$ cat src/rtl/core/phrqs_pkg.sv
// ----------------------------------------------------------------------------
// Per-hart ready queue scheduler package
// Field widths, operation and register codes, and controller types.
// ----------------------------------------------------------------------------
`timescale 1ns / 1ps

package phrqs_pkg;

    // Fixed field widths of the item, result and configuration port.
    localparam int OP_W  = 3;
    localparam int ID_W  = 6;
    localparam int CFG_W = 32;
    localparam int APB_AW = 3;

    // Operation codes.
    localparam logic [OP_W-1:0] OP_ADD      = 3'd0;
    localparam logic [OP_W-1:0] OP_DISPATCH = 3'd1;
    localparam logic [OP_W-1:0] OP_TICK     = 3'd2;
    localparam logic [OP_W-1:0] OP_RELEASE  = 3'd3;
    localparam logic [OP_W-1:0] OP_WAKE     = 3'd4;

    // Register index of stop_after_ticks (word address bit).
    localparam logic REG_STOP_AFTER_TICKS = 1'b0;

    // Controller states.
    typedef enum logic {
        ST_IDLE,
        ST_EXEC
    } t_state;

    // Commands from the controller to the datapath.
    typedef struct packed {
        logic accept;
        logic exec;
    } t_cmd;

endpackage

$ cat src/rtl/core/phrqs_in_if.sv
// ----------------------------------------------------------------------------
// Scheduler request channel
// Valid/ready channel carrying one scheduling request item.
// ----------------------------------------------------------------------------
`timescale 1ns / 1ps

interface phrqs_in_if;
    import phrqs_pkg::*;

    logic            valid;
    logic            ready;
    logic [OP_W-1:0] operation;
    logic            hart;
    logic [ID_W-1:0] thread_id;
    logic            current_finished;

    modport source (
        output valid, operation, hart, thread_id, current_finished,
        input  ready
    );

    modport sink (
        input  valid, operation, hart, thread_id, current_finished,
        output ready
    );
endinterface

$ cat src/rtl/core/phrqs_out_if.sv
// ----------------------------------------------------------------------------
// Scheduler result channel
// Valid/ready channel carrying one scheduling result item.
// ----------------------------------------------------------------------------
`timescale 1ns / 1ps

interface phrqs_out_if;
    import phrqs_pkg::*;

    logic            valid;
    logic            ready;
    logic [ID_W-1:0] thread_out;
    logic            thread_valid;
    logic            assigned_hart;
    logic            requeued;
    logic            queue_empty;
    logic            stop_now;

    modport source (
        output valid, thread_out, thread_valid, assigned_hart, requeued,
               queue_empty, stop_now,
        input  ready
    );

    modport sink (
        input  valid, thread_out, thread_valid, assigned_hart, requeued,
               queue_empty, stop_now,
        output ready
    );
endinterface

$ cat src/rtl/core/phrqs_ram.sv
// ----------------------------------------------------------------------------
// Generic simple dual-port RAM
// One write port and one read port with registered read data.
// ----------------------------------------------------------------------------
`timescale 1ns / 1ps

module phrqs_ram #(
    parameter int WIDTH = 8,
    parameter int DEPTH = 64
) (
    input  logic                     i_clk,
    input  logic                     i_we,
    input  logic [$clog2(DEPTH)-1:0] i_waddr,
    input  logic [WIDTH-1:0]         i_wdata,
    input  logic                     i_re,
    input  logic [$clog2(DEPTH)-1:0] i_raddr,
    output logic [WIDTH-1:0]         o_rdata
);
    logic [WIDTH-1:0] r_mem [DEPTH];
    logic [WIDTH-1:0] r_rdata;

    // Write port.
    always_ff @(posedge i_clk) begin
        if (i_we) begin
            r_mem[i_waddr] <= i_wdata;
        end
    end

    // Registered read port; data holds while no read is issued.
    always_ff @(posedge i_clk) begin
        if (i_re) begin
            r_rdata <= r_mem[i_raddr];
        end
    end

    assign o_rdata = r_rdata;
endmodule

$ cat src/rtl/core/phrqs_ctrl.sv
// ----------------------------------------------------------------------------
// Scheduler controller
// Two-state sequencer and result-valid tracking for the scheduler datapath.
// ----------------------------------------------------------------------------
`timescale 1ns / 1ps

module phrqs_ctrl (
    input  logic             i_clk,
    input  logic             i_rst_n,
    input  logic             i_in_valid,
    output logic             o_in_ready,
    output logic             o_out_valid,
    input  logic             i_out_ready,
    output phrqs_pkg::t_cmd  o_cmd
);
    import phrqs_pkg::*;

    t_state r_state;
    t_state n_state;
    logic   r_out_valid;
    logic   n_out_valid;
    logic   accept;
    logic   exec;

    // State and result-valid registers.
    always_ff @(posedge i_clk) begin
        if (!i_rst_n) begin
            r_state     <= ST_IDLE;
            r_out_valid <= 1'b0;
        end else begin
            r_state     <= n_state;
            r_out_valid <= n_out_valid;
        end
    end

    // Next state and commands. The execute state waits only while the result
    // register still holds an item that has not been taken.
    always_comb begin
        accept      = 1'b0;
        exec        = 1'b0;
        n_state     = r_state;
        n_out_valid = r_out_valid && !i_out_ready;
        unique case (r_state)
            ST_IDLE: begin
                accept = i_in_valid;
                if (accept) begin
                    n_state = ST_EXEC;
                end
            end
            ST_EXEC: begin
                exec = !r_out_valid || i_out_ready;
                if (exec) begin
                    n_state     = ST_IDLE;
                    n_out_valid = 1'b1;
                end
            end
            default: begin
                n_state = ST_IDLE;
            end
        endcase
    end

    assign o_in_ready   = (r_state == ST_IDLE);
    assign o_out_valid  = r_out_valid;
    assign o_cmd.accept = accept;
    assign o_cmd.exec   = exec;
endmodule

$ cat src/rtl/core/phrqs_dpath.sv
// ----------------------------------------------------------------------------
// Scheduler datapath
// Ready queues, running slots, link and home tables, stop countdown and the
// result register.
// ----------------------------------------------------------------------------
`timescale 1ns / 1ps

module phrqs_dpath #(
    parameter int NUM_HARTS   = 2,
    parameter int MAX_THREADS = 64
) (
    input  logic                          i_clk,
    input  logic                          i_rst_n,
    input  phrqs_pkg::t_cmd               i_cmd,
    // Request payload.
    input  logic [phrqs_pkg::OP_W-1:0]    i_operation,
    input  logic                          i_hart,
    input  logic [phrqs_pkg::ID_W-1:0]    i_thread_id,
    input  logic                          i_current_finished,
    // Configuration port.
    input  logic                          i_cfg_we,
    input  logic [phrqs_pkg::APB_AW-1:0]  i_paddr,
    input  logic [phrqs_pkg::CFG_W-1:0]   i_pwdata,
    output logic [phrqs_pkg::CFG_W-1:0]   o_prdata,
    // Result payload.
    output logic [phrqs_pkg::ID_W-1:0]    o_thread_out,
    output logic                          o_thread_valid,
    output logic                          o_assigned_hart,
    output logic                          o_requeued,
    output logic                          o_queue_empty,
    output logic                          o_stop_now
);
    import phrqs_pkg::*;

    localparam int  HW       = (NUM_HARTS > 1) ? $clog2(NUM_HARTS) : 1;
    localparam int  IDX_W    = $clog2(MAX_THREADS);
    localparam bit  HART1_OK = (NUM_HARTS > 1);
    localparam logic [HW-1:0] LAST_HART = HW'(NUM_HARTS - 1);

    // Thread id to table index, extended or truncated to the table depth.
    function automatic logic [IDX_W-1:0] to_idx(input logic [ID_W-1:0] id);
        logic [IDX_W+ID_W-1:0] ext;
        begin
            ext = {{IDX_W{1'b0}}, id};
            return ext[IDX_W-1:0];
        end
    endfunction

    // Architectural state.
    logic [NUM_HARTS-1:0][ID_W-1:0] r_head,      n_head;
    logic [NUM_HARTS-1:0][ID_W-1:0] r_tail,      n_tail;
    logic [NUM_HARTS-1:0]           r_nonempty,  n_nonempty;
    logic [NUM_HARTS-1:0]           r_run_valid, n_run_valid;
    logic [NUM_HARTS-1:0][ID_W-1:0] r_run_id,    n_run_id;
    logic [HW-1:0]                  r_home_ptr,  n_home_ptr;
    logic [CFG_W-1:0]               r_ticks,     n_ticks;
    logic                           r_stop,      n_stop;
    logic [CFG_W-1:0]               r_stop_after;

    // Captured item.
    logic [OP_W-1:0] r_op;
    logic            r_hart;
    logic [ID_W-1:0] r_tid;
    logic            r_fin;

    // Result register.
    logic [ID_W-1:0] r_thread_out,    n_thread_out;
    logic            r_thread_valid,  n_thread_valid;
    logic            r_assigned_hart, n_assigned_hart;
    logic            r_requeued,      n_requeued;
    logic            r_queue_empty,   n_queue_empty;

    // Table ports.
    logic             link_we;
    logic [IDX_W-1:0] link_waddr;
    logic [ID_W-1:0]  link_wdata;
    logic [IDX_W-1:0] link_raddr;
    logic [ID_W-1:0]  link_rd;
    logic             home_we;
    logic [IDX_W-1:0] home_waddr;
    logic [HW-1:0]    home_wdata;
    logic [IDX_W-1:0] home_raddr;
    logic [HW-1:0]    home_rd;

    // Decoded item fields.
    logic          in_hart_ok;
    logic [HW-1:0] in_hsel;
    logic          hart_ok;
    logic          tid_ok;
    logic [HW-1:0] hsel;
    logic          push_en;
    logic [HW-1:0] push_home;
    logic [ID_W-1:0] push_id;

    // Next-link table: successor of each queued thread.
    phrqs_ram #(.WIDTH(ID_W), .DEPTH(MAX_THREADS)) u_link_ram (
        .i_clk   (i_clk),
        .i_we    (link_we),
        .i_waddr (link_waddr),
        .i_wdata (link_wdata),
        .i_re    (i_cmd.accept),
        .i_raddr (link_raddr),
        .o_rdata (link_rd)
    );

    // Home hart table, written when a thread is added.
    phrqs_ram #(.WIDTH(HW), .DEPTH(MAX_THREADS)) u_home_ram (
        .i_clk   (i_clk),
        .i_we    (home_we),
        .i_waddr (home_waddr),
        .i_wdata (home_wdata),
        .i_re    (i_cmd.accept),
        .i_raddr (home_raddr),
        .o_rdata (home_rd)
    );

    // Table reads issued with the accepted item; state is stable until the
    // update cycle, so the head and running thread seen here stay valid.
    assign in_hart_ok = HART1_OK || !i_hart;
    assign in_hsel    = in_hart_ok ? HW'(i_hart) : '0;
    assign link_raddr = to_idx(r_head[in_hsel]);
    assign home_raddr = (i_operation == OP_TICK) ? to_idx(r_run_id[in_hsel])
                                                 : to_idx(i_thread_id);

    assign hart_ok = HART1_OK || !r_hart;
    assign tid_ok  = ({{(32-ID_W){1'b0}}, r_tid} < 32'(MAX_THREADS));
    assign hsel    = hart_ok ? HW'(r_hart) : '0;

    // Update of queues, running slots and countdown for the captured item.
    always_comb begin
        n_head          = r_head;
        n_tail          = r_tail;
        n_nonempty      = r_nonempty;
        n_run_valid     = r_run_valid;
        n_run_id        = r_run_id;
        n_home_ptr      = r_home_ptr;
        n_ticks         = r_ticks;
        n_stop          = r_stop;
        n_thread_out    = '0;
        n_thread_valid  = 1'b0;
        n_assigned_hart = 1'b0;
        n_requeued      = 1'b0;
        n_queue_empty   = 1'b0;
        link_we         = 1'b0;
        link_waddr      = '0;
        link_wdata      = r_tid;
        home_we         = 1'b0;
        home_waddr      = to_idx(r_tid);
        home_wdata      = r_home_ptr;
        push_en         = 1'b0;
        push_home       = r_home_ptr;
        push_id         = r_tid;

        unique case (r_op)
            OP_ADD: begin
                if (tid_ok) begin
                    home_we         = i_cmd.exec;
                    n_home_ptr      = (r_home_ptr == LAST_HART) ? '0
                                                                : r_home_ptr + HW'(1);
                    push_en         = 1'b1;
                    n_thread_out    = r_tid;
                    n_thread_valid  = 1'b1;
                    n_assigned_hart = r_home_ptr[0];
                    n_requeued      = 1'b1;
                end
            end
            OP_DISPATCH: begin
                if (hart_ok && !r_stop) begin
                    if (r_run_valid[hsel]) begin
                        n_thread_out   = r_run_id[hsel];
                        n_thread_valid = 1'b1;
                    end else if (!r_nonempty[hsel]) begin
                        n_queue_empty = 1'b1;
                    end else begin
                        // Pop the head into the running slot.
                        n_thread_out      = r_head[hsel];
                        n_thread_valid    = 1'b1;
                        n_run_valid[hsel] = 1'b1;
                        n_run_id[hsel]    = r_head[hsel];
                        if (r_head[hsel] == r_tail[hsel]) begin
                            n_nonempty[hsel] = 1'b0;
                        end else begin
                            n_head[hsel] = link_rd;
                        end
                    end
                end
            end
            OP_TICK: begin
                if (hart_ok) begin
                    // Stop countdown runs on hart 0 only.
                    if (!r_hart && (r_ticks != '0)) begin
                        n_ticks = r_ticks - CFG_W'(1);
                        if (r_ticks == CFG_W'(1)) begin
                            n_stop = 1'b1;
                        end
                    end
                    if (r_run_valid[hsel]) begin
                        n_run_valid[hsel] = 1'b0;
                        n_run_id[hsel]    = '0;
                        n_thread_out      = r_run_id[hsel];
                        n_thread_valid    = 1'b1;
                        if (!r_fin) begin
                            push_en         = 1'b1;
                            push_home       = home_rd;
                            push_id         = r_run_id[hsel];
                            n_assigned_hart = home_rd[0];
                            n_requeued      = 1'b1;
                        end
                    end
                end
            end
            OP_RELEASE: begin
                if (hart_ok) begin
                    if (r_run_valid[hsel]) begin
                        n_thread_out   = r_run_id[hsel];
                        n_thread_valid = 1'b1;
                    end
                    n_run_valid[hsel] = 1'b0;
                    n_run_id[hsel]    = '0;
                end
            end
            OP_WAKE: begin
                if (tid_ok) begin
                    push_en         = 1'b1;
                    push_home       = home_rd;
                    n_thread_out    = r_tid;
                    n_thread_valid  = 1'b1;
                    n_assigned_hart = home_rd[0];
                    n_requeued      = 1'b1;
                end
            end
            default: begin
                // Unknown operation: nothing changes.
            end
        endcase

        // Enqueue at the tail of the home queue, linking from the old tail.
        if (push_en) begin
            if (r_nonempty[push_home]) begin
                link_we           = i_cmd.exec;
                link_waddr        = to_idx(r_tail[push_home]);
                link_wdata        = push_id;
                n_tail[push_home] = push_id;
            end else begin
                n_head[push_home]     = push_id;
                n_tail[push_home]     = push_id;
                n_nonempty[push_home] = 1'b1;
            end
        end
    end

    // Control state; a configuration write reloads the countdown.
    always_ff @(posedge i_clk) begin
        if (!i_rst_n) begin
            r_head       <= '0;
            r_tail       <= '0;
            r_nonempty   <= '0;
            r_run_valid  <= '0;
            r_run_id     <= '0;
            r_home_ptr   <= '0;
            r_ticks      <= '0;
            r_stop       <= 1'b0;
            r_stop_after <= '0;
        end else if (i_cfg_we) begin
            r_stop_after <= i_pwdata;
            r_ticks      <= i_pwdata;
            r_stop       <= 1'b0;
        end else if (i_cmd.exec) begin
            r_head      <= n_head;
            r_tail      <= n_tail;
            r_nonempty  <= n_nonempty;
            r_run_valid <= n_run_valid;
            r_run_id    <= n_run_id;
            r_home_ptr  <= n_home_ptr;
            r_ticks     <= n_ticks;
            r_stop      <= n_stop;
        end
    end

    // Item capture and result register.
    always_ff @(posedge i_clk) begin
        if (i_cmd.accept) begin
            r_op   <= i_operation;
            r_hart <= i_hart;
            r_tid  <= i_thread_id;
            r_fin  <= i_current_finished;
        end
        if (i_cmd.exec) begin
            r_thread_out    <= n_thread_out;
            r_thread_valid  <= n_thread_valid;
            r_assigned_hart <= n_assigned_hart;
            r_requeued      <= n_requeued;
            r_queue_empty   <= n_queue_empty;
        end
    end

    // Register readback.
    assign o_prdata = (i_paddr[2] == REG_STOP_AFTER_TICKS) ? r_stop_after : '0;

    assign o_thread_out    = r_thread_out;
    assign o_thread_valid  = r_thread_valid;
    assign o_assigned_hart = r_assigned_hart;
    assign o_requeued      = r_requeued;
    assign o_queue_empty   = r_queue_empty;
    assign o_stop_now      = r_stop;
endmodule

$ cat src/rtl/core/per_hart_ready_queue_scheduler.sv
// Each request item is handled in two steps: in the first the next-link and
// home-hart tables are read from their RAMs, in the second the ready queues,
// running slots and stop countdown are updated and the result register is
// loaded. A new item is taken in the cycle after that, also while the
// previous result still waits to be taken; the second step is held only
// while the result register is still full, so no new item is taken until
// the last is through, a pace set by the registered read of the link table.
// ----------------------------------------------------------------------------
// Per-hart ready queue scheduler
// Round-robin home assignment, per-hart FIFO ready queues, dispatch,
// preemption on tick, release, wake, and a stop countdown on hart 0.
// ----------------------------------------------------------------------------
`timescale 1ns / 1ps

module per_hart_ready_queue_scheduler #(
    parameter int NUM_HARTS   = 2,
    parameter int MAX_THREADS = 64
) (
    input  logic                          i_clk,
    input  logic                          i_rst_n,
    phrqs_in_if.sink                      i_item,
    phrqs_out_if.source                   o_result,
    input  logic                          psel,
    input  logic                          penable,
    input  logic                          pwrite,
    input  logic [phrqs_pkg::APB_AW-1:0]  paddr,
    input  logic [phrqs_pkg::CFG_W-1:0]   pwdata,
    output logic [phrqs_pkg::CFG_W-1:0]   prdata,
    output logic                          pready
);
    import phrqs_pkg::*;

    t_cmd cmd;
    logic cfg_we;

    // Writes complete in the access cycle; the port never waits.
    assign pready = 1'b1;
    assign cfg_we = psel && penable && pwrite && pready
                    && (paddr[2] == REG_STOP_AFTER_TICKS);

    // Sequencer.
    phrqs_ctrl u_ctrl (
        .i_clk       (i_clk),
        .i_rst_n     (i_rst_n),
        .i_in_valid  (i_item.valid),
        .o_in_ready  (i_item.ready),
        .o_out_valid (o_result.valid),
        .i_out_ready (o_result.ready),
        .o_cmd       (cmd)
    );

    // Queue state and result register.
    phrqs_dpath #(
        .NUM_HARTS   (NUM_HARTS),
        .MAX_THREADS (MAX_THREADS)
    ) u_dpath (
        .i_clk              (i_clk),
        .i_rst_n            (i_rst_n),
        .i_cmd              (cmd),
        .i_operation        (i_item.operation),
        .i_hart             (i_item.hart),
        .i_thread_id        (i_item.thread_id),
        .i_current_finished (i_item.current_finished),
        .i_cfg_we           (cfg_we),
        .i_paddr            (paddr),
        .i_pwdata           (pwdata),
        .o_prdata           (prdata),
        .o_thread_out       (o_result.thread_out),
        .o_thread_valid     (o_result.thread_valid),
        .o_assigned_hart    (o_result.assigned_hart),
        .o_requeued         (o_result.requeued),
        .o_queue_empty      (o_result.queue_empty),
        .o_stop_now         (o_result.stop_now)
    );
endmodule

$ cat src/flat_wrapper.sv
// flat-port wrapper written by rule: the top's interface ports become plain ports
module per_hart_ready_queue_scheduler_flat import phrqs_pkg::*;
#(
    parameter int NUM_HARTS   = 2,
    parameter int MAX_THREADS = 64
)
  (i_clk, i_rst_n, psel, penable, pwrite, paddr, pwdata, prdata, pready, i_item_valid, i_item_operation, i_item_hart, i_item_thread_id, i_item_current_finished, i_item_ready, o_result_valid, o_result_thread_out, o_result_thread_valid, o_result_assigned_hart, o_result_requeued, o_result_queue_empty, o_result_stop_now, o_result_ready);
  phrqs_in_if i_item_i ();
  phrqs_out_if o_result_i ();
  input  logic i_clk;
  input  logic i_rst_n;
  input  logic psel;
  input  logic penable;
  input  logic pwrite;
  input  logic [phrqs_pkg::APB_AW-1:0] paddr;
  input  logic [phrqs_pkg::CFG_W-1:0] pwdata;
  output logic [phrqs_pkg::CFG_W-1:0] prdata;
  output logic pready;
  input wire logic [$bits(i_item_i.valid)-1:0] i_item_valid;
  input wire logic [$bits(i_item_i.operation)-1:0] i_item_operation;
  input wire logic [$bits(i_item_i.hart)-1:0] i_item_hart;
  input wire logic [$bits(i_item_i.thread_id)-1:0] i_item_thread_id;
  input wire logic [$bits(i_item_i.current_finished)-1:0] i_item_current_finished;
  output wire logic [$bits(i_item_i.ready)-1:0] i_item_ready;
  output wire logic [$bits(o_result_i.valid)-1:0] o_result_valid;
  output wire logic [$bits(o_result_i.thread_out)-1:0] o_result_thread_out;
  output wire logic [$bits(o_result_i.thread_valid)-1:0] o_result_thread_valid;
  output wire logic [$bits(o_result_i.assigned_hart)-1:0] o_result_assigned_hart;
  output wire logic [$bits(o_result_i.requeued)-1:0] o_result_requeued;
  output wire logic [$bits(o_result_i.queue_empty)-1:0] o_result_queue_empty;
  output wire logic [$bits(o_result_i.stop_now)-1:0] o_result_stop_now;
  input wire logic [$bits(o_result_i.ready)-1:0] o_result_ready;
  assign i_item_i.valid = i_item_valid;
  assign i_item_i.operation = i_item_operation;
  assign i_item_i.hart = i_item_hart;
  assign i_item_i.thread_id = i_item_thread_id;
  assign i_item_i.current_finished = i_item_current_finished;
  assign i_item_ready = i_item_i.ready;
  assign o_result_valid = o_result_i.valid;
  assign o_result_thread_out = o_result_i.thread_out;
  assign o_result_thread_valid = o_result_i.thread_valid;
  assign o_result_assigned_hart = o_result_i.assigned_hart;
  assign o_result_requeued = o_result_i.requeued;
  assign o_result_queue_empty = o_result_i.queue_empty;
  assign o_result_stop_now = o_result_i.stop_now;
  assign o_result_i.ready = o_result_ready;
  per_hart_ready_queue_scheduler #(.NUM_HARTS(NUM_HARTS), .MAX_THREADS(MAX_THREADS)) u_core (.i_clk(i_clk), .i_rst_n(i_rst_n), .i_item(i_item_i), .o_result(o_result_i), .psel(psel), .penable(penable), .pwrite(pwrite), .paddr(paddr), .pwdata(pwdata), .prdata(prdata), .pready(pready));
endmodule
$ cat config.mk
export PLATFORM = sky130hd
export DESIGN_NAME = per_hart_ready_queue_scheduler_flat
export DESIGN_NICKNAME = d
export VERILOG_FILES = /design/src/rtl/core/phrqs_pkg.sv /design/src/rtl/core/phrqs_in_if.sv /design/src/rtl/core/phrqs_out_if.sv /design/src/rtl/core/phrqs_ram.sv /design/src/rtl/core/phrqs_ctrl.sv /design/src/rtl/core/phrqs_dpath.sv /design/src/rtl/core/per_hart_ready_queue_scheduler.sv /design/src/flat_wrapper.sv
export SDC_FILE = /design/constraint.sdc
export NUM_CORES = 1
export LEC_CHECK = 0
export ABC_AREA = 1
export BUFFER_PORTS_ARGS = -buffer_cell sky130_fd_sc_hd__buf_2
export CAP_MARGIN = 20
export CORE_MARGIN = 3
export CORE_UTILIZATION = 62
export CTS_CLUSTER_DIAMETER = 100
export DETAILED_ROUTE_END_ITERATION = 8
export GPL_ROUTABILITY_DRIVEN = 0
export GPL_TIMING_DRIVEN = 1
export PLACE_DENSITY = 0.8
export REMOVE_ABC_BUFFERS = 1
export SKIP_LAST_GASP = 1
export SYNTH_ARGS = -nofsm -noshare
export SYNTH_HDL_FRONTEND = slang
export SYNTH_SLANG_ARGS = --single-unit
$ cat constraint.sdc
create_clock -name i_clk -period 6.71 [get_ports i_clk]
set_input_delay 0 -clock i_clk [delete_from_list [all_inputs] [get_ports i_clk]]
set_output_delay 0 -clock i_clk [all_outputs]
set_load 0.01 [all_outputs]
==> metrics.txt <==
outcome=finished, final reports clean; Max Clk Rate=about 250 MHz; Ports=99; crit-path max cell delay=790 ps; simple-gate share of the synthesized area=0.212; max-cap violations=0; critical path peak fanout=76; die width=212 um; DRT iter0 DRCs=2700; buffer depth of the longest clock path=3; Synth cell types=47; cell leakage power=11.0 nW; post-CTS setup buffers=0; global-route wire length before repair=102000 um; htree depth=2; worst slew pin tran=1140 ps; drt drc=0; met3 usage=0.0496; post-placement setup slack=2730 ps; Post-Synth XOR/XNOR Area=0.00433; chip height=approximately 210 um; sequential area share after synthesis=0.625; EDFF count, synth=roughly 480; initial antenna violation count=0; TNS Setup=0 ps; yosys warns=0; number of cells produced by synthesis=between 2000 and 3000; grt met2 use=0.471; Tcrit/Tclk final=0.599; Mapped Area=about 26000 um^2; GRT Total Usage=0.286; Min-Delay Endpoint=u_core.u_dpath.r_ticks[21]; Synth async-reset ratio=0; Final Hold Vio Count=0; Max Slew Vio Count=0; Bufs and invs on worst path=6; most used cell, CP=nand3_1; Post-Route Skew=22.1 ps; worst reg-to-reg setup slack=2760 ps; gr ovfl total=0; crit end category=flop; Worst Hold Class=primary input to flop; total power=0.00781 W; reg2reg end=u_core.u_dpath.u_link_ram.o_rdata[5]; post-synth top area share=0.543; Starting Density=0.636; drt first pass iters=9; PortBufs=95; vias post-DR=20500; RSZ-0062 raised after global routing=no; largest net degree at the start of global routing=198; Clock Latency Late Sink=630 ps; Commonest cells post-synth=625 x nand2_1, 476 x edfxtp_1, 383 x nor2_1, 246 x nand3_1, 230 x o21ai_0; Root Buffer=clkbuf_16; Wirelength per Cell=about 19 um; CP cell instances=dlygate4sd3_1 > buf_2 > nand2_1 > o21ai_4 > buf_4 > clkinv_2 > buf_4 > o21ai_0 > inv_1 > o21ai_0 > nand3_1 > nand3_1 > nand3_1 > nand3_1 > nand2_1; critical path's slowest cell=clkinv_2; Worst Hold Path Cells=7; post-synthesis mux area share=0; Tmin final=4020 ps; Worst Reg2Reg Path Length in Cells=13; final setup fails=0; syn_area_per_cell=9.54 um^2; core area=41400 um^2; top-count cell post-synth=nand2_1; Clock transition at path regs=around 60 ps; dominant cells by area after synthesis=edfxtp_1 54%, nand2_1 8.9%, dfxtp_1 8.2%; synth-to-layout area growth=12.0%; fin util=0.712; predominant post-synthesis flop cell=edfxtp_1; Hold Startpoint=penable; number of synthesized register bits=~600; power per cell area=between 200 and 300 nW/um^2; WS Path Type=primary input to flop; hold buffer count at cts=46; die area=45000 um^2; met1 usage=0.377; NumNets Final=2902; share of cells above drive strength 1=0.0860; Compound-Gate Fraction of Synth Area=0.103; Inserted Clock Buffers=58; startpoint types=primary input; post-synthesis adder-cell area fraction=0.00143; Worst Path Required=7080 ps; Row Count=74; Via density=5.98; antenna-violating nets left=0; family with the most delay on the worst path=buffers and inverters; main combinational cell family by area after synthesis=simple AND/OR/NAND/NOR gates; WL final=~66000 um; RR Startpoint=u_core.u_dpath.r_head[7]; cts repair resizes=0; DP HPWL=roughly 39000 um; vias in the first global route=19700; TritonCTS clock tree=built; CP Data Arrival Time=4390 ps; GRT busiest layer=met2; Sink Count=584; area leader, netlist=edfxtp_1; Peak VDD IR=275 uV; Ant. Diodes=0; setup ws final=2690 ps; Slew headroom=0.234
[routing by layer]
| metal | part of all wire | up-vias |
|---|---|---|
| li1 | - | 9612 |
| met1 | 0.39 | 9619 |
| met2 | 0.48 | 1058 |
| met3 | 0.092 | 203 |
| met4 | 0.040 | 0 |
| met5 | 0 | - |
[sequential cells by signal (all words and copies together) (netlist names), 2 cells and up, named ones only]
signal                             count
u_core.u_dpath.u_link_ram.r_mem      384
u_core.u_dpath.u_home_ram.r_mem       64
u_core.u_dpath.r_stop_after           32
u_core.u_dpath.r_ticks                32
u_core.u_dpath.r_head                 12
u_core.u_dpath.r_run_id               12
u_core.u_dpath.r_tail                 12
u_core.u_dpath.home_waddr              6
u_core.u_dpath.o_thread_out            6
u_core.u_dpath.u_link_ram.o_rdata      6
u_core.u_dpath.r_op                    3
u_core.u_dpath.r_nonempty              2
[report_power, final]
group	leakage [nW]	total (W)	switching [W]	internal, W
Combinational	4.81	0.000662	0.000478	0.000184
Sequential	5.30	0.00403	0.0000287	0.00400
Clock	0.885	0.00312	0.00135	0.00177
Total	11.0	0.00781	0.00186	0.00595
[how the worst max path moves through the flow]
stage | to | slack, ps | start | cells after the start
final | u_core.u_dpath.u_link_ram.o_rdata[5] | 2690 | i_item_hart | 15
after global routing | u_core.u_dpath.u_link_ram.o_rdata[5] | 2410 | i_item_hart | 15
after CTS | u_core.u_dpath.u_link_ram.o_rdata[5] | 2810 | i_item_hart | 15
after detailed placement | u_core.u_dpath.u_link_ram.o_rdata[5] | 2730 | i_item_hart | 14
after global placement | u_core.u_dpath.u_link_ram.o_rdata[5] | 2810 | i_item_hart | 14
after floorplan | u_core.u_dpath.u_link_ram.o_rdata[2] | -770 | u_core.u_dpath.r_head[0] | 10
[logic make-up after synthesis]
family,Yosys count
other cells,1
simple gates,1324
buf+inv,361
compound gates,473
xor+xnor,13
flops,584
fa+ha+maj,3
[through the flow]
step,instances,cell area [um^2],hold WS [ps]
4_1_cts,3427,29500,8.38
3_3_place_gp,3271,27200,182
5_1_grt,3427,29500,84.5
6_report,3427,29500,42.5
3_5_place_dp,3272,27200,181
2_1_floorplan,2622,25700,47.5
[placed cells by master (no fill, tap or decap), types with 11 or more instances in the layout]
cell,n
a21oi_1,82
buf_2,96
buf_4,20
clkbuf_1,22
clkbuf_16,59
clkinv_1,13
dfxtp_1,108
dlygate4sd3_1,46
edfxtp_1,476
inv_1,215
nand2_1,625
nand3_1,246
nand4_1,20
nor2_1,382
o211ai_1,86
o21ai_0,223
o21ai_4,11
o22ai_1,36
xor2_1,13
[layout make-up]
cell class,count,area [um^2]
clock buffer,84,1600
fill,2963,11900
tap,532,666
timing repair buffer,164,1130
inverter,224,842
clock inverter,25,218
multi-input combinational,1814,8560
sequential,584,16500
[worst reg2reg max path: cells and delay by family (launching register included)]
family	cells	cell delay, ps
DFF	1	440
AOI/OAI and AO/OA	3	470
buffers and inverters	4	2050
and+or+nand+nor	6	750
(Power assumes the default switching activity.)
